**src/rtl/core/dlr_pkg.sv**
```systemverilog
// Shared types and constants for the DDA line rasterizer.
`timescale 1ns / 1ps
package dlr_pkg;

  localparam int unsigned COORD_W        = 6;
  localparam int unsigned COLOR_W        = 32;
  localparam int unsigned COORD_BITS_DEF = 6;
  localparam int unsigned FRAC_BITS_DEF  = 16;

  typedef struct packed {
    logic [COORD_W-1:0] x_start;
    logic [COORD_W-1:0] y_start;
    logic [COORD_W-1:0] x_end;
    logic [COORD_W-1:0] y_end;
    logic [COLOR_W-1:0] line_color;
  } dlr_cmd_t;

  typedef struct packed {
    logic [COORD_W-1:0] pixel_x;
    logic [COORD_W-1:0] pixel_y;
    logic [COLOR_W-1:0] pixel_color;
    logic               last_pixel;
  } dlr_pix_t;

  // Controller to datapath
  typedef struct packed {
    logic load;
    logic div_step;
    logic walk_step;
  } dlr_ctl_t;

  // Datapath to controller
  typedef struct packed {
    logic at_end;
  } dlr_stat_t;

endpackage

```
**src/rtl/core/dlr_ctrl.sv**
```systemverilog
// Sequencer for the DDA line rasterizer: load, slope division, pixel walk.
`timescale 1ns / 1ps
module dlr_ctrl #(
  parameter int unsigned FRAC_BITS = dlr_pkg::FRAC_BITS_DEF
) (
  input  logic              clk_i,
  input  logic              rst_ni,
  input  logic              start,
  output logic              busy,
  input  dlr_pkg::dlr_stat_t stat_i,
  output dlr_pkg::dlr_ctl_t  ctl_o
);
  import dlr_pkg::*;

  localparam int unsigned CntW = $clog2(FRAC_BITS + 1);

  typedef enum logic [1:0] {
    StIdle,
    StDiv,
    StWalk
  } state_e;

  state_e          state_q, state_d;
  logic [CntW-1:0] cnt_q, cnt_d;

  always_comb begin
    state_d = state_q;
    cnt_d   = cnt_q;
    ctl_o   = '0;
    unique case (state_q)
      StIdle: begin
        if (start) begin
          ctl_o.load = 1'b1;
          cnt_d      = '0;
          state_d    = StDiv;
        end
      end
      StDiv: begin
        ctl_o.div_step = 1'b1;
        cnt_d          = cnt_q + 1'b1;
        // one quotient bit per cycle, FRAC_BITS+1 bits in all
        if (cnt_q == CntW'(FRAC_BITS)) begin
          state_d = StWalk;
        end
      end
      StWalk: begin
        ctl_o.walk_step = 1'b1;
        if (stat_i.at_end) begin
          state_d = StIdle;
        end
      end
      default: state_d = StIdle;
    endcase
  end

  always_ff @(posedge clk_i or negedge rst_ni) begin
    if (!rst_ni) begin
      state_q <= StIdle;
      cnt_q   <= '0;
    end else begin
      state_q <= state_d;
      cnt_q   <= cnt_d;
    end
  end

  assign busy = (state_q != StIdle);

`ifndef ASSERT_OFF
  a_div_len: assert property (@(posedge clk_i) disable iff (!rst_ni)
    (state_q == StDiv && cnt_q != CntW'(FRAC_BITS)) |=> (state_q == StDiv))
    else $error("slope division ended early");
  a_walk_end: assert property (@(posedge clk_i) disable iff (!rst_ni)
    (state_q == StWalk && stat_i.at_end) |=> (state_q == StIdle))
    else $error("walk did not stop at the line end");
  a_cnt_range: assert property (@(posedge clk_i) disable iff (!rst_ni)
    (state_q == StDiv) |-> (cnt_q <= CntW'(FRAC_BITS)))
    else $error("division counter out of range");
`endif

endmodule

```
**src/rtl/core/dlr_datapath.sv**
```systemverilog
// Datapath: endpoint ordering, serial slope divider, accumulator and pixel register.
`timescale 1ns / 1ps
module dlr_datapath #(
  parameter int unsigned COORD_BITS = dlr_pkg::COORD_BITS_DEF,
  parameter int unsigned FRAC_BITS  = dlr_pkg::FRAC_BITS_DEF
) (
  input  logic               clk_i,
  input  logic               rst_ni,
  input  dlr_pkg::dlr_cmd_t  cmd_i,
  input  dlr_pkg::dlr_ctl_t  ctl_i,
  output dlr_pkg::dlr_stat_t stat_o,
  output logic               pix_valid_o,
  output dlr_pkg::dlr_pix_t  pix_o
);
  import dlr_pkg::*;

  localparam int unsigned C  = COORD_BITS;
  localparam int unsigned F  = FRAC_BITS;
  localparam int unsigned AW = C + F + 1;  // signed accumulator
  localparam int unsigned SW = F + 2;      // signed slope, magnitude up to 1.0

  // endpoint ordering
  logic [C-1:0] x0, y0, x1, y1;
  logic [C-1:0] adx, ady;
  logic         maj_y;
  logic [C-1:0] a0, b0, a1, b1;
  logic         swap;
  logic [C-1:0] m0, n0, m1, n1;
  logic [C-1:0] md, nmag;
  logic         neg;

  assign x0 = cmd_i.x_start[C-1:0];
  assign y0 = cmd_i.y_start[C-1:0];
  assign x1 = cmd_i.x_end[C-1:0];
  assign y1 = cmd_i.y_end[C-1:0];

  always_comb begin
    adx   = (x1 >= x0) ? x1 - x0 : x0 - x1;
    ady   = (y1 >= y0) ? y1 - y0 : y0 - y1;
    maj_y = (ady > adx);
    a0    = maj_y ? y0 : x0;
    b0    = maj_y ? x0 : y0;
    a1    = maj_y ? y1 : x1;
    b1    = maj_y ? x1 : y1;
    swap  = (a1 < a0);
    m0    = swap ? a1 : a0;
    n0    = swap ? b1 : b0;
    m1    = swap ? a0 : a1;
    n1    = swap ? b0 : b1;
    md    = m1 - m0;
    nmag  = (n1 >= n0) ? n1 - n0 : n0 - n1;
    neg   = (n1 < n0);
  end

  // line registers
  logic [C-1:0]       m_q, m1_q, n1_q, md_q;
  logic               neg_q, maj_y_q;
  logic [COLOR_W-1:0] color_q;
  logic [C:0]         rem_q;
  logic [F:0]         quo_q;
  logic [AW-1:0]      acc_q;

  // restoring division, one quotient bit per step
  logic         ge;
  logic [C:0]   diff;
  assign ge   = (rem_q >= {1'b0, md_q});
  assign diff = ge ? rem_q - {1'b0, md_q} : rem_q;

  // slope and walk
  logic [SW-1:0] slope;
  logic [AW-1:0] slope_ext;
  logic [C-1:0]  minor;
  logic          at_end;

  assign slope     = neg_q ? (SW'(0) - {1'b0, quo_q}) : {1'b0, quo_q};
  assign slope_ext = {{(AW - SW){slope[SW-1]}}, slope};
  // accumulator stays between the endpoints; clamp a negative value anyway
  assign minor     = acc_q[AW-1] ? '0 : acc_q[C+F-1:F];
  assign at_end    = (m_q == m1_q);
  assign stat_o.at_end = at_end;

  always_ff @(posedge clk_i) begin
    if (ctl_i.load) begin
      m_q     <= m0;
      m1_q    <= m1;
      n1_q    <= n1;
      md_q    <= md;
      neg_q   <= neg;
      maj_y_q <= maj_y;
      color_q <= cmd_i.line_color;
      rem_q   <= {1'b0, nmag};
      quo_q   <= '0;
      acc_q   <= {1'b0, n0, F'(0)};
    end else if (ctl_i.div_step) begin
      rem_q <= {diff[C-1:0], 1'b0};
      quo_q <= {quo_q[F-1:0], ge};
    end else if (ctl_i.walk_step) begin
      m_q   <= m_q + 1'b1;
      acc_q <= acc_q + slope_ext;
    end
  end

  // pixel output register
  logic [C-1:0] px_n, py_n;
  always_comb begin
    if (at_end) begin
      px_n = maj_y_q ? n1_q : m1_q;
      py_n = maj_y_q ? m1_q : n1_q;
    end else begin
      px_n = maj_y_q ? minor : m_q;
      py_n = maj_y_q ? m_q : minor;
    end
  end

  always_ff @(posedge clk_i) begin
    if (ctl_i.walk_step) begin
      pix_o.pixel_x     <= COORD_W'(px_n);
      pix_o.pixel_y     <= COORD_W'(py_n);
      pix_o.pixel_color <= color_q;
      pix_o.last_pixel  <= at_end;
    end
  end

  always_ff @(posedge clk_i or negedge rst_ni) begin
    if (!rst_ni) begin
      pix_valid_o <= 1'b0;
    end else begin
      pix_valid_o <= ctl_i.walk_step;
    end
  end

`ifndef ASSERT_OFF
  a_major_step: assert property (@(posedge clk_i) disable iff (!rst_ni)
    (ctl_i.walk_step && !at_end && !ctl_i.load) |=> (m_q == $past(m_q) + 1'b1))
    else $error("major coordinate did not advance");
  a_rem_bound: assert property (@(posedge clk_i) disable iff (!rst_ni)
    ctl_i.div_step |-> (diff < {1'b0, md_q}) || (md_q == '0))
    else $error("divider remainder out of range");
  a_one_cmd: assert property (@(posedge clk_i) disable iff (!rst_ni)
    $onehot0({ctl_i.load, ctl_i.div_step, ctl_i.walk_step}))
    else $error("conflicting datapath commands");
`endif

endmodule

```
**src/rtl/core/dda_line_rasterizer.sv**
```systemverilog
// DDA line rasterizer: top level joining controller and datapath.
`timescale 1ns / 1ps
// A command is taken when start is high and busy is low. The block first
// computes the slope with a bit-serial restoring divider, one quotient bit per
// cycle, then emits one pixel per cycle along the major axis, major_delta+1
// pixels with last_pixel set on the final one. busy stays high through both
// phases. Each pixel is shown on pix_o for exactly one cycle with
// pixel_valid_o high; the receiver cannot stall, so it must take every pixel.
// The last pixel leaves the output register in the cycle busy drops, and a new
// command may be taken in that same cycle.
module dda_line_rasterizer #(
  parameter int unsigned COORD_BITS = dlr_pkg::COORD_BITS_DEF,
  parameter int unsigned FRAC_BITS  = dlr_pkg::FRAC_BITS_DEF
) (
  input  logic              clk_i,
  input  logic              rst_ni,
  input  logic              start,
  output logic              busy,
  input  dlr_pkg::dlr_cmd_t cmd_i,
  output logic              pixel_valid_o,
  output dlr_pkg::dlr_pix_t pix_o
);
  import dlr_pkg::*;

  dlr_ctl_t  ctl;
  dlr_stat_t stat;

  dlr_ctrl #(
    .FRAC_BITS (FRAC_BITS)
  ) u_ctrl (
    .clk_i  (clk_i),
    .rst_ni (rst_ni),
    .start  (start),
    .busy   (busy),
    .stat_i (stat),
    .ctl_o  (ctl)
  );

  dlr_datapath #(
    .COORD_BITS (COORD_BITS),
    .FRAC_BITS  (FRAC_BITS)
  ) u_datapath (
    .clk_i       (clk_i),
    .rst_ni      (rst_ni),
    .cmd_i       (cmd_i),
    .ctl_i       (ctl),
    .stat_o      (stat),
    .pix_valid_o (pixel_valid_o),
    .pix_o       (pix_o)
  );

`ifndef ASSERT_OFF
  a_accept_busy: assert property (@(posedge clk_i) disable iff (!rst_ni)
    (start && !busy) |=> busy)
    else $error("transaction accepted but block not busy");
  a_pix_in_line: assert property (@(posedge clk_i) disable iff (!rst_ni)
    pixel_valid_o |-> $past(busy))
    else $error("pixel emitted outside a line");
  a_pix_contig: assert property (@(posedge clk_i) disable iff (!rst_ni)
    (pixel_valid_o && !pix_o.last_pixel) |=> pixel_valid_o)
    else $error("gap inside a line");
  a_last_idle: assert property (@(posedge clk_i) disable iff (!rst_ni)
    (pixel_valid_o && pix_o.last_pixel) |-> !busy)
    else $error("still busy after last pixel");
`endif

endmodule
```
**config.mk**
```make
export PLATFORM = sky130hd
export DESIGN_NAME = dda_line_rasterizer
export DESIGN_NICKNAME = d
export VERILOG_FILES = /design/src/rtl/core/dlr_pkg.sv /design/src/rtl/core/dlr_ctrl.sv /design/src/rtl/core/dlr_datapath.sv /design/src/rtl/core/dda_line_rasterizer.sv
export SDC_FILE = /design/constraint.sdc
export NUM_CORES = 1
export LEC_CHECK = 0
export BUFFER_PORTS_ARGS = -buffer_cell sky130_fd_sc_hd__buf_4
export CAP_MARGIN = 10
export CORE_MARGIN = 4
export CORE_UTILIZATION = 55
export DETAILED_ROUTE_END_ITERATION = 6
export MAX_ROUTING_LAYER = met4
export PLACE_DENSITY_LB_ADDON = 0.1
export SLEW_MARGIN = 10
export SYNTH_ARGS = -nofsm -noshare
export SYNTH_HDL_FRONTEND = slang
export SYNTH_SLANG_ARGS = --single-unit
```
**constraint.sdc**
```tcl
create_clock -name clk_i -period 8.6 [get_ports clk_i]
set_clock_uncertainty 0.05 [all_clocks]
set_input_delay 0.43 -clock clk_i [delete_from_list [all_inputs] [get_ports clk_i]]
set_output_delay 0.43 -clock clk_i [all_outputs]
set_load 0.005 [all_outputs]
```
Word-level counts from Yosys, hierarchy flattened
Cells that the tools add are included.

storage, ports and cells
  bits in registers = 158
  memories kept = 0
  logic and storage cells = 94
  latch bits = 0
  memory bits (read-only) = 0
  bits of input ports = 59
  memory bits (writable) = 0

cells by class
  shifts and indexed selects = 0
  add/sub/neg operators = 12
  mux-type cells = 38
  multipliers = 0
  order comparisons = 7
  divide/modulo/power cells = 0
  reductions and logical operators = 9
  equality and inequality tests = 8
  bitwise logic cells = 1

operator list
  operator               number
  $mux 6                 24
  $mux 22                3
  $sub 6x6->6            8
  $add 23x23->23         1
  $ge 6x6->1             3
  $mux 18                1
  $sub 1x17->18 const A  1
  $lt 6x6->1             2
  $pmux 5 s2             1
  $reduce_bool 2->1      4
  $ge 7x6->1             1
  $add 6x1->6 const B    1
  $eq 6x6->1             1
  $gt 6x6->1             1
  $mux 2                 3
  $pmux 2 s3             1
  $reduce_and 2->1       3
  $add 5x1->5 const B    1
  $eq 5x5->1 const B     1
  $mux 5                 1
  $mux 1                 4
  $ne 2x1->1 const B     2
  $ne 2x2->1 const B     2
  $reduce_and 3->1       1
  other kinds (4)        4

Depth between registers and ports, before layout
Gate-level depths: netlist (run 1).

  depth after elaboration = 9
  mapped depth = 46
  depth with buffers taken out = 42

Hierarchy
Synthesis (run 1) repeated with hierarchy kept, for this count alone.

unflattened totals
  cells, all modules = 1007
  area, all modules = 9965.8 sq um

by module, submodules not included
  module        area each (sq um)  times used  cells each
  dlr_datapath  9593.0             1           969
  dlr_ctrl      372.9              1           38

Least setup slack after synthesis (run 1)
Ideal clock, no wire load.

  path type = input -> register
  start = in cmd_i[32] in the netlist's numbering
  end = reg u_datapath.rem_q[5], data pin
  arrival time = 7.789 ns
  setup time = 0.264 ns
  buffers on the path = 6
  required time = 8.286 ns
  stages = 41
  slack = 0.497 ns
  cells stage by stage = inv_1 > ha_1 > inv_1 > fa_1 > a21oi_1 > o211ai_1 > a21o_1 > a21oi_1 > mux2i_1 > a221o_1 > a221oi_1 > o221ai_1 > a21oi_1 > xnor2_1 > ha_1 > and4_4 > nand3_1 > o31ai_4 > (+5 left out) > ha_1 > o2111ai_1 > mux2i_2 > buf_6 > nor2_1 > clkbuf_1 > clkbuf_1 > nand2_1 > o211ai_1 > nand2_1 > ha_1 > clkbuf_1 > a21oi_1 > o21ai_1 > a31o_2 > or3_1 > a21oi_1 > nor3_1

between the ends
  word-level cells in the longest chain between the ends = 9
  elaborated cells between the ends (all ways) = 17
  classes of those cells = add/sub (4); order compare (4); mux (9)

RTL lines
  what                                              RTL line                                RTL
  start: declaration                                dda_line_rasterizer.sv:19               input dlr_pkg::dlr_cmd_t cmd_i,
  $sub 6x6->6 / $ge 6x6->1 (equally long branches)  dlr_datapath.sv:39                      ady = (y1 >= y0) ? y1 - y0 : y0 - y1;
  $mux 6 *                                          dlr_datapath.sv:39
  $gt 6x6->1 *                                      dlr_datapath.sv:40                      maj_y = (ady > adx);
  named net u_datapath.maj_y                        dlr_datapath.sv:25                      logic maj_y;
  $mux 6, on equally long branches                  dlr_datapath.sv:43, dlr_datapath.sv:41
  $lt 6x6->1                                        dlr_datapath.sv:45                      swap = (a1 < a0);
  $mux 6, on equally long branches                  dlr_datapath.sv:47, dlr_datapath.sv:49
  $sub 6x6->6 / $ge 6x6->1 (equally long branches)  dlr_datapath.sv:51                      nmag = (n1 >= n0) ? n1 - n0 : n0 - n1;
  $mux 6 *                                          dlr_datapath.sv:51
  $mux 6 *                                          dlr_datapath.sv:83                      if (ctl_i.load) begin
  end signal: assignment                            dlr_datapath.sv:91                      rem_q <= {1'b0, nmag};
  end signal: assignment                            dlr_datapath.sv:95                      rem_q <= {diff[C-1:0], 1'b0};
  end: declaration                                  dlr_datapath.sv:59                      logic [C:0] rem_q;

The timed path passes the listed nets; every way through them passes the cells marked *.
A chain may end at the register's enable or synchronous reset.

Worst setup path after layout (run 1)
  start = in cmd_i[38] in the netlist's numbering
  end = reg u_datapath.rem_q[5], data pin

between the ends
  word-level cells in the longest chain between the ends = 9
  elaborated cells between the ends (all ways) = 17
  classes of those cells = add/sub (4); order compare (4); mux (9)

RTL lines
  what                                              RTL line                                RTL
  $sub 6x6->6 / $ge 6x6->1 (equally long branches)  dlr_datapath.sv:38                      adx = (x1 >= x0) ? x1 - x0 : x0 - x1;
  $mux 6                                            dlr_datapath.sv:38
  $gt 6x6->1                                        dlr_datapath.sv:40
  $mux 6, on equally long branches                  dlr_datapath.sv:43, dlr_datapath.sv:41
  $lt 6x6->1                                        dlr_datapath.sv:45
  $mux 6 *                                          dlr_datapath.sv:49                      n1 = swap ? b0 : b1;
  named net u_datapath.n1[0]                        dlr_datapath.sv:28                      logic [C-1:0] m0, n0, m1, n1;
  $sub 6x6->6 / $ge 6x6->1 (equally long branches)  dlr_datapath.sv:51
  $mux 6 *                                          dlr_datapath.sv:51
  $mux 6 *                                          dlr_datapath.sv:83

Marked as above.

==> results of run 1 <==
-- final cells by class --
| cell class | instances | area, um^2 | share of cell area [%] |
|---|---|---|---|
| inverters | 65 | 244 | 2.11 |
| multi-input cells | 734 | 5050 | 43.8 |
| clock inverters | 15 | 191 | 1.66 |
| clock buffers | 17 | 425 | 3.69 |
| repair buffers | 131 | 990 | 8.58 |
| flip-flops and latches | 158 | 4350 | 37.7 |
| well taps | 225 | 282 | 2.44 |
-- per-layer routing --
metal  wire, um  GRT usage [%]  vias to the layer above
li1           -              -                     3832
met1      10600           32.6                     3574
met2      10700           37.1                      220
met3       1330           4.01                       25
met4        296           5.71                        0
met5          0              -                        -
-- worst reg2reg max path, delay by kind of cell, from the launching register on --
family,cells,cell delay (ps)
buffers and inverters,1,90
adders and majority gates,2,530
and+or+nand+nor,6,1110
AOI/OAI and AO/OA,5,1870
xor gates and xnor gates,1,80
DFF,1,360
-- through the flow --
step | cells | setup WS [ps] | total power, mW | hold slack, ps
after floorplan | 996 | 497 | 3.04 | 84.4
after global placement | 1312 | 223 | 3.60 | 202
after detailed placement | 1312 | -13.5 | 3.63 | 203
after CTS | 1345 | 417 | 4.41 | 107
after global routing | 1345 | 38.9 | 4.78 | 101
final | 1345 | 621 | 4.43 | 120
-- path summary, 6_finish.rpt --
check / depth (start not counted) / start / endpoint
setup / recovery: 42 / cmd_i[38] / u_datapath.rem_q[5]
hold / removal: 1 / cmd_i[12] / u_datapath.color_q[12]
setup reg to reg: 15 / u_datapath.quo_q[0] / u_datapath.acc_q[19]
hold reg to reg: 0 / u_datapath.color_q[9] / u_datapath.pix_o[10]
max in group asynchronous: 2 / rst_ni / u_ctrl.cnt_q[1]
min in group asynchronous: 2 / rst_ni / u_ctrl.cnt_q[2]
-- flip-flops by register name (all words and copies together), names as in the netlist, 2 cells and up --
name,count
u_datapath.pix_o,45
u_datapath.n1_q,6
u_datapath.acc_q,23
u_datapath.m1_q,6
u_ctrl.cnt_q,5
u_datapath.m_q,6
u_ctrl.state_q,2
u_datapath.rem_q,7
u_datapath.color_q,32
u_datapath.quo_q,17
u_datapath.md_q,6
-- cell usage after synthesis, types with 5 or more instances --
master | count | area, um^2
xor2_1 | 27 | 236
nand2_1 | 116 | 435
and3_1 | 6 | 37.5
mux2i_1 | 20 | 200
o211ai_1 | 13 | 97.6
o21ai_0 | 82 | 410
and2_1 | 5 | 31.3
nor2_1 | 54 | 203
dfxtp_1 | 35 | 701
nand3_1 | 30 | 150
or3_1 | 12 | 75.1
dfrtp_1 | 8 | 200
nor2b_1 | 15 | 93.8
edfxtp_1 | 115 | 3450
nor3_1 | 22 | 110
clkbuf_1 | 29 | 109
a211oi_1 | 8 | 60.1
nand2b_1 | 13 | 81.3
a21oi_1 | 64 | 320
ha_1 | 73 | 913
nand4_1 | 6 | 37.5
fa_1 | 6 | 120
a21o_1 | 18 | 135
xnor2_1 | 40 | 350
inv_1 | 63 | 236
o31ai_1 | 5 | 37.5
mux2_2 | 16 | 180
-- repair_timing --
item,4_1_cts,5_1_grt
hold endpoints to repair,8,0
gates resized for setup,0,5
hold buffers,1,0
endpoints found under the setup margin,0,5
-- logic make-up after synthesis --
family,synth area share [%]
AND/OR/NAND/NOR,14.4
AO/OA/AOI/OAI,16.3
flip-flops,44.4
buffers and inverters,4.23
adder cells (fa/ha/maj),10.6
XOR/XNOR,5.99
multiplexers,4.02
-- report_power, final --
part           switching (mW)  leakage (nW)  internal, mW  total, mW
Combinational            1.46          3.07          1.04       2.50
Sequential              0.117          1.44          1.04       1.16
Clock                   0.353         0.298         0.421      0.774
Total                    1.93          4.81          2.50       4.43
==> impl_metrics.ini, run 1 <==
[placed_design]
gp_congestion = 0.993
io_buffers = 105
postPlaceCellArea_um2 = 10900
hpwlAfterDp_um = 17000

[sta]
relSlewSlack_pct = 32.0
finalSetupViolations = 0
period_share_pct = 92.8
fmax_mhz = 125
worst_pin_slew_ps = 1020
setup_tns_ps = 0
rsz0062_at_grt = no
drv_slew = 0
period_minus_slack_ps = 7980
finalHoldViolations = 0

[global_routing]
grt_overflow_total = 0
antenna_found_initial = 0
grt_max_degree = 89
grt_use_total_pct = 23.7
grt_pass1_vias = 7269
grt_pass1_wl_um = 37100

[floorplanning]
start_util_pct = 56.5
core-area_um2 = 17400
die_x_um = 141
io_pins = 106
die-area_um2 = 20000
floorplan.die.height_um = 141
std_cell_rows = 48

[clocking]
cts_sinks = 158
clk_pin_slew_worst_paths_ps = 70
root_buffer = clkbuf_16
clk_latency_ps = 430
post_cts_buffers = 0
cts_tree = done
clk_path_buf_depth = 2
cts_max_level = 4
cts_buffers = 17

[hold_path]
hold_class = in2reg

[detailed_routing]
drc_errors = 0
num_vias = 7651
routed_via_density = 5.69
drt-pass1-iter-count = 5
drt-wirelength-per-cell_um = 17.1
drt-initial-drc-count = 503
routed_wl_um = 23000
drtAntennaViolNets = 0

[worst_setup_path]
cpMostUsedCell = a21oi_1
cp_slowest_cell = a221oi_1
cp.arrival_ps = 8100
critPathMaxStageDelay_ps = 390
required_ps = 8730
startpoint_type = input port
cp-end-kind = register
crit_fanout = 22
path_buf_inv = 6
worstSetupPathType = in2reg
path_delay_family = compound AO/OA/AOI/OAI gates
r2r_slack_ps = 4300

[synthesis]
synth_flop_cell = edfxtp_1
syn_area_um2 = 9800
synth_seq_cells = 158
ys_types = 74
seq_area_frac_synth_pct = 44.4
synth_edf_count = 115
synth.avg_cell_area_um2 = 9.84
async_reset_ff_share_pct = 5.06
synth_warnings = 0
syn_inst = 996
synth_fp_nets = 1134

[pwr]
power.density_nw_per_um2 = 384
peakVddDrop_uv = 279
p_leak_nw = 4.81

[finish]
drive_gt1_share_pct = 17.9
final_nets = 1245
fillers = 1377
final_common_cell = buf_4
antenna_cells = 0
fin_area_um2 = 11500
mostFrequentLayoutCells = buf_4, nand2_1, edfxtp_1
utilization_pct = 66.5
syn_to_final_growth_pct = 17.7

[run_status]
status = completed

[run]
drv.max_cap_violation_count = 0
(Power assumes the default switching activity.)
==> inputs of run 2 (changes only) <==
--- a/config.mk
+++ b/config.mk
@@ -5,9 +5,9 @@
 export SDC_FILE = /design/constraint.sdc
 export NUM_CORES = 1
 export LEC_CHECK = 0
+export ABC_AREA = 1
 export BUFFER_PORTS_ARGS = -buffer_cell sky130_fd_sc_hd__buf_4
 export CAP_MARGIN = 10
-export CORE_MARGIN = 4
 export CORE_UTILIZATION = 55
 export DETAILED_ROUTE_END_ITERATION = 6
 export MAX_ROUTING_LAYER = met4
==> run 2 against run 1 <==
  * Critical path depth shrank 7
  * Area after synthesis grew 1.1%
  * Fmax grew 13%
  * Register-to-register slack gained 210 ps
  * Synthesized cell count grew 12%
  * Clock-buffer cell count is the same
  * Wire length shrank 5.9%
  * First-iteration DRC count shrank 12%
  * Non-clock buffer count shrank 22
  * Via count grew 1.3%
  * Core utilization shrank 1.0 points
  * Worst setup slack gained 900 ps
  * Critical path type unchanged
  * Highest routed layer unchanged
==> impl_metrics.ini, run 2 <==
[synthesis]
synth_edf_count = 115
syn_area_um2 = 9910
synth_most_common_cell = nand2_1
ys_types = 54
synth_flop_cell = edfxtp_1
synth.avg_cell_area_um2 = 8.92
syn_inst = 1111
netlist_top_cells_count = nand2_1, inv_1, o21ai_0
seq_area_frac_synth_pct = 43.9
synth_top_area_share_pct = 34.8
netlist_top_cells_area = edfxtp_1, ha_1, nand2_1
synth_area_leader_cell = edfxtp_1
synth_seq_cells = 158
synth_fp_nets = 1249
synth_warnings = 0
async_reset_ff_share_pct = 5.06

[placed_design]
postPlaceCellArea_um2 = 10800
gp_congestion = 0.901
io_buffers = 105
hpwlAfterDp_um = 16600

[global_routing]
antenna_found_initial = 0
grt_pass1_wl_um = 35200
grt_pass1_vias = 7275
grt_use_total_pct = 25.3
grt_overflow_total = 0
grt_max_degree = 73

[hold_path]
min-delay-start = cmd_i[24]
min_to = u_datapath.color_q[24]
hold_class = in2reg
whs_path_depth = 1

[clocking]
post_cts_buffers = 0
cts_max_level = 4
cts_sinks = 158
clk_path_buf_depth = 2
cts_resized = 0
root_buffer = clkbuf_16
clk_latency_ps = 430
cts_buffers = 17
cts_hold_buf = 1
clk_pin_slew_worst_paths_ps = 70
cts_tree = done

[worst_setup_path]
r2r_slack_ps = 4510
critPathMaxStageDelay_ps = 530
reg2reg_depth = 18
cp_slowest_cell = o21ai_0
startpoint_type = input port
required_ps = 8740
crit_fanout = 49
cp-end-kind = register
cpMostUsedCell = o21ai_0
regToRegEndpoint = u_datapath.acc_q[21]
regToRegStartpoint = u_datapath.quo_q[0]
cp.arrival_ps = 7220
worstSetupPathType = in2reg

[floorplanning]
start_util_pct = 56.7
core-area_um2 = 17500
die-area_um2 = 18600
io_pins = 106
floorplan.die.height_um = 136
die_x_um = 136
std_cell_rows = 48

[sta]
finalHoldViolations = 0
setup_tns_ps = 0
fmax_mhz = 141
finalSetupViolations = 0
period_minus_slack_ps = 7080
rsz0062_at_grt = no
period_share_pct = 82.4
drv_slew = 0
worst_pin_slew_ps = 1070
relSlewSlack_pct = 28.2

[detailed_routing]
num_vias = 7752
drt-wirelength-per-cell_um = 15.0
drc_errors = 0
drtAntennaViolNets = 0
drt-pass1-iter-count = 5
drt-initial-drc-count = 444
routed_wl_um = 21600
routed_via_density = 5.36

[finish]
mostFrequentLayoutCells = nand2_1, inv_1, o21ai_0
fillers = 1437
final_nets = 1345
final_common_cell = nand2_1
layout_top_registers = u_datapath.pix_o: 45 flops, u_datapath.color_q: 32 flops, u_datapath.acc_q: 23 flops
drive_gt1_share_pct = 16.1
antenna_cells = 0
fin_area_um2 = 11400
syn_to_final_growth_pct = 15.4
largest_reg_flops = 45
top_register = u_datapath.pix_o

[run]
drv.max_cap_violation_count = 0

[run_status]
status = completed
==> run 2: cell count changes after synthesis, moves of 18 or more <==
cell / change
o21ai_0: +36
nand2_2: +20
o22ai_1: +18
nand2_1: +80
inv_1: +74
xnor2_1: -26
nand3_1: +50
==> run 2: critical path, delay by kind of cell <==
family	cells	cell delay [ps]
AO/OA/AOI/OAI	11	2980
XOR/XNOR	2	260
adder cells (fa/ha/maj)	5	1470
buffers and inverters	5	400
AND/OR/NAND/NOR	12	1670
==> run 2: per-stage QoR <==
step	util, %	worst slack [ps]	hold slack, ps	instances
2_1_floorplan	-	1770	84.4	1111
6_report	65.4	1520	128	1445
3_3_place_gp	62.0	1260	205	1412
3_5_place_dp	62.0	1120	207	1412
5_1_grt	65.4	685	111	1445
4_1_cts	65.4	1530	114	1445
==> run 2: per-layer routing <==
metal	vias up	wire length, um	GRT usage [%]	part of all wire (%)
li1	3989	-	-	-
met1	3554	10000	32.0	46
met2	179	10200	41.2	47
met3	30	941	3.99	4.4
met4	0	456	8.77	2.1
met5	-	0	-	0
==> run 2: how the worst max path moves through the flow <==
stage          startpoint                   to  slack (ps)
3_3_place_gp    cmd_i[32]  u_datapath.rem_q[4]        1260
2_1_floorplan   cmd_i[32]  u_datapath.rem_q[4]        1770
3_5_place_dp    cmd_i[32]  u_datapath.rem_q[4]        1120
5_1_grt         cmd_i[32]  u_datapath.rem_q[4]         680
6_report        cmd_i[32]  u_datapath.rem_q[4]        1520
4_1_cts         cmd_i[32]  u_datapath.rem_q[4]        1530
==> run 2: kinds of logic (layout without fill, tap and decap cells) <==
logic type / Yosys count / after routing / share of synthesized area, %
multiplexers: 18 / 18 / 1.83
XOR/XNOR: 53 / 53 / 4.68
AO/OA/AOI/OAI: 232 / 232 / 13.0
adder cells (fa/ha/maj): 79 / 79 / 10.4
buffers and inverters: 175 / 284 / 7.12
AND/OR/NAND/NOR: 396 / 396 / 19.0
flip-flops: 158 / 158 / 43.9
==> run 2: final cells by class <==
type	count	area (um^2)	share of cell area, %
Sequential cell	158	4350	38.1
Clock inverter	15	156	1.37
Multi-Input combinational cell	778	4860	42.5
Tap cell	225	282	2.46
Inverter	143	537	4.69
Timing Repair Buffer	109	821	7.18
Clock buffer	17	425	3.72
Power of run 2 is left out: the tool's default activity adds up to more than one toggle a clock period on the data nets, which glitch-free logic cannot reach.
==> inputs of run 3 (changes only) <==
==> constraint.sdc (replaced) <==
create_clock -name clk_i -period 7.35 [get_ports clk_i]
set_clock_uncertainty 0.05 [all_clocks]
set_input_delay 0.3675 -clock clk_i [delete_from_list [all_inputs] [get_ports clk_i]]
set_output_delay 0.3675 -clock clk_i [all_outputs]
set_load 0.005 [all_outputs]
==> run 3 against run 2 <==
  * Sequential cell count stayed put
  * Cell area hardly changed
  * Critical endpoint unchanged
  * Non-clock buffer count is 2 higher
  * Largest cell class unchanged
  * Critical path depth is 1 higher
  * Die area stayed put
  * Core utilization is 0.064 points higher
  * Critical path type unchanged
==> impl_metrics.ini, run 3 (synthesis results as in run 2) <==
[finish]
final_nets = 1347
largest_reg_flops = 45
final_common_cell = nand2_1
syn_to_final_growth_pct = 15.5
fin_cells = 1447
drive_gt1_share_pct = 16.4
fillers = 1453
layout_top_registers = u_datapath.pix_o: 45 flops, u_datapath.color_q: 32 flops, u_datapath.acc_q: 23 flops
mostFrequentLayoutCells = nand2_1, inv_1, edfxtp_1
fin_area_um2 = 11400
antenna_cells = 0
ff_latch_area_um2 = 4350
multiInputGateArea_um2 = 4860
top_register = u_datapath.pix_o

[sta]
worst_pin_slew_ps = 1030
period_share_pct = 88.5
fin_ws_ps = 842
finalSetupViolations = 0
finalHoldViolations = 0
fmax_mhz = 154
relSlewSlack_pct = 30.8
drv_slew = 0
setup_tns_ps = 0
period_minus_slack_ps = 6510
rsz0062_at_grt = no

[clocking]
cts_max_level = 4
cts_buffers = 17
post_cts_buffers = 0
cts_sinks = 158
cts_tree = done
root_buffer = clkbuf_16
clk_pin_slew_worst_paths_ps = 70
clk_latency_ps = 430
clk_path_buf_depth = 2

[detailed_routing]
num_vias = 7879
drc_errors = 0
routed_via_density = 5.45
drt-initial-drc-count = 534
routed_wl_um = 21400
drt-pass1-iter-count = 7
drt-wirelength-per-cell_um = 14.8
drtAntennaViolNets = 0

[floorplanning]
floorplan.die.height_um = 136
core-area_um2 = 17500
die_x_um = 136
std_cell_rows = 48
io_pins = 106
start_util_pct = 56.7
die-area_um2 = 18600

[placed_design]
pre_cts_ws_ps = 333
postPlaceCellArea_um2 = 10900
dp.cells = 1414
gp_congestion = 0.949
io_buffers = 105
hpwlAfterDp_um = 16200

[worst_setup_path]
crit_fanout = 49
critPathMaxStageDelay_ps = 390
required_ps = 7480
r2r_slack_ps = 3440
cp_slowest_cell = fa_1
worstSetupPathType = in2reg
startpoint_type = input port
cpMostUsedCell = nand2_1
cp.arrival_ps = 6640
cp-end-kind = register

[global_routing]
grt_use_total_pct = 25.0
met2_usage_pct = 39.5
grt_pass1_vias = 7326
grt_max_degree = 73
grt_pass1_wl_um = 34800
antenna_found_initial = 0
grt_overflow_total = 0
grt.busiest_layer = met2
met3_usage_pct = 3.65
use_met1_pct = 32.7

[run]
drv.max_cap_violation_count = 0

[run_status]
status = completed

[hold_path]
hold_class = in2reg
## run 3: layout make-up
cell class / instances / share of cell area (%)
multi-input combinational: 778 / 42.5
sequential: 158 / 38.0
timing repair buffer: 111 / 7.30
inverter: 143 / 4.69
clock buffer: 17 / 3.72
tap: 225 / 2.46
clock inverter: 15 / 1.33
## run 3: worst paths after layout
kind	end	from	cells after the start
setup reg to reg	u_datapath.acc_q[22]	u_datapath.quo_q[0]	18
hold / removal	u_datapath.color_q[8]	cmd_i[8]	1
setup / recovery	u_datapath.rem_q[4]	cmd_i[32]	36
min in group asynchronous	u_ctrl.cnt_q[1]	rst_ni	2
hold reg to reg	u_datapath.pix_o[5]	u_datapath.color_q[4]	0
max in group asynchronous	u_ctrl.cnt_q[3]	rst_ni	2
## run 3: layer usage
| metal | part of all wire, % | vias to the layer above |
|---|---|---|
| li1 | - | 4002 |
| met1 | 46 | 3595 |
| met2 | 47 | 250 |
| met3 | 5.1 | 32 |
| met4 | 2.1 | 0 |
| met5 | 0 | - |
## run 3: worst max-delay path, delay by kind of cell
kind / cells / cell delay [ps]
AOI/OAI and AO/OA: 11 / 2360
xor gates and xnor gates: 2 / 260
and+or+nand+nor: 12 / 1500
adders and majority gates: 5 / 1510
buffers and inverters: 6 / 640
## run 3: metrics by stage
step / hold slack [ps] / utilization [%]
2_1_floorplan: 21.9 / -
4_1_cts: 44.9 / 65.5
3_5_place_dp: 141 / 62.1
6_report: 67.4 / 65.5
3_3_place_gp: 146 / 62.1
5_1_grt: 43.7 / 65.5
## run 3: repair_timing
| item | in CTS | in global routing |
|---|---|---|
| endpoints found under the hold margin | 8 | 0 |
| endpoints found under the setup margin | 0 | 1 |
| resized for setup | 0 | 4 |
| hold buffers | 1 | 0 |
Power of run 3 is left out for the same reason.
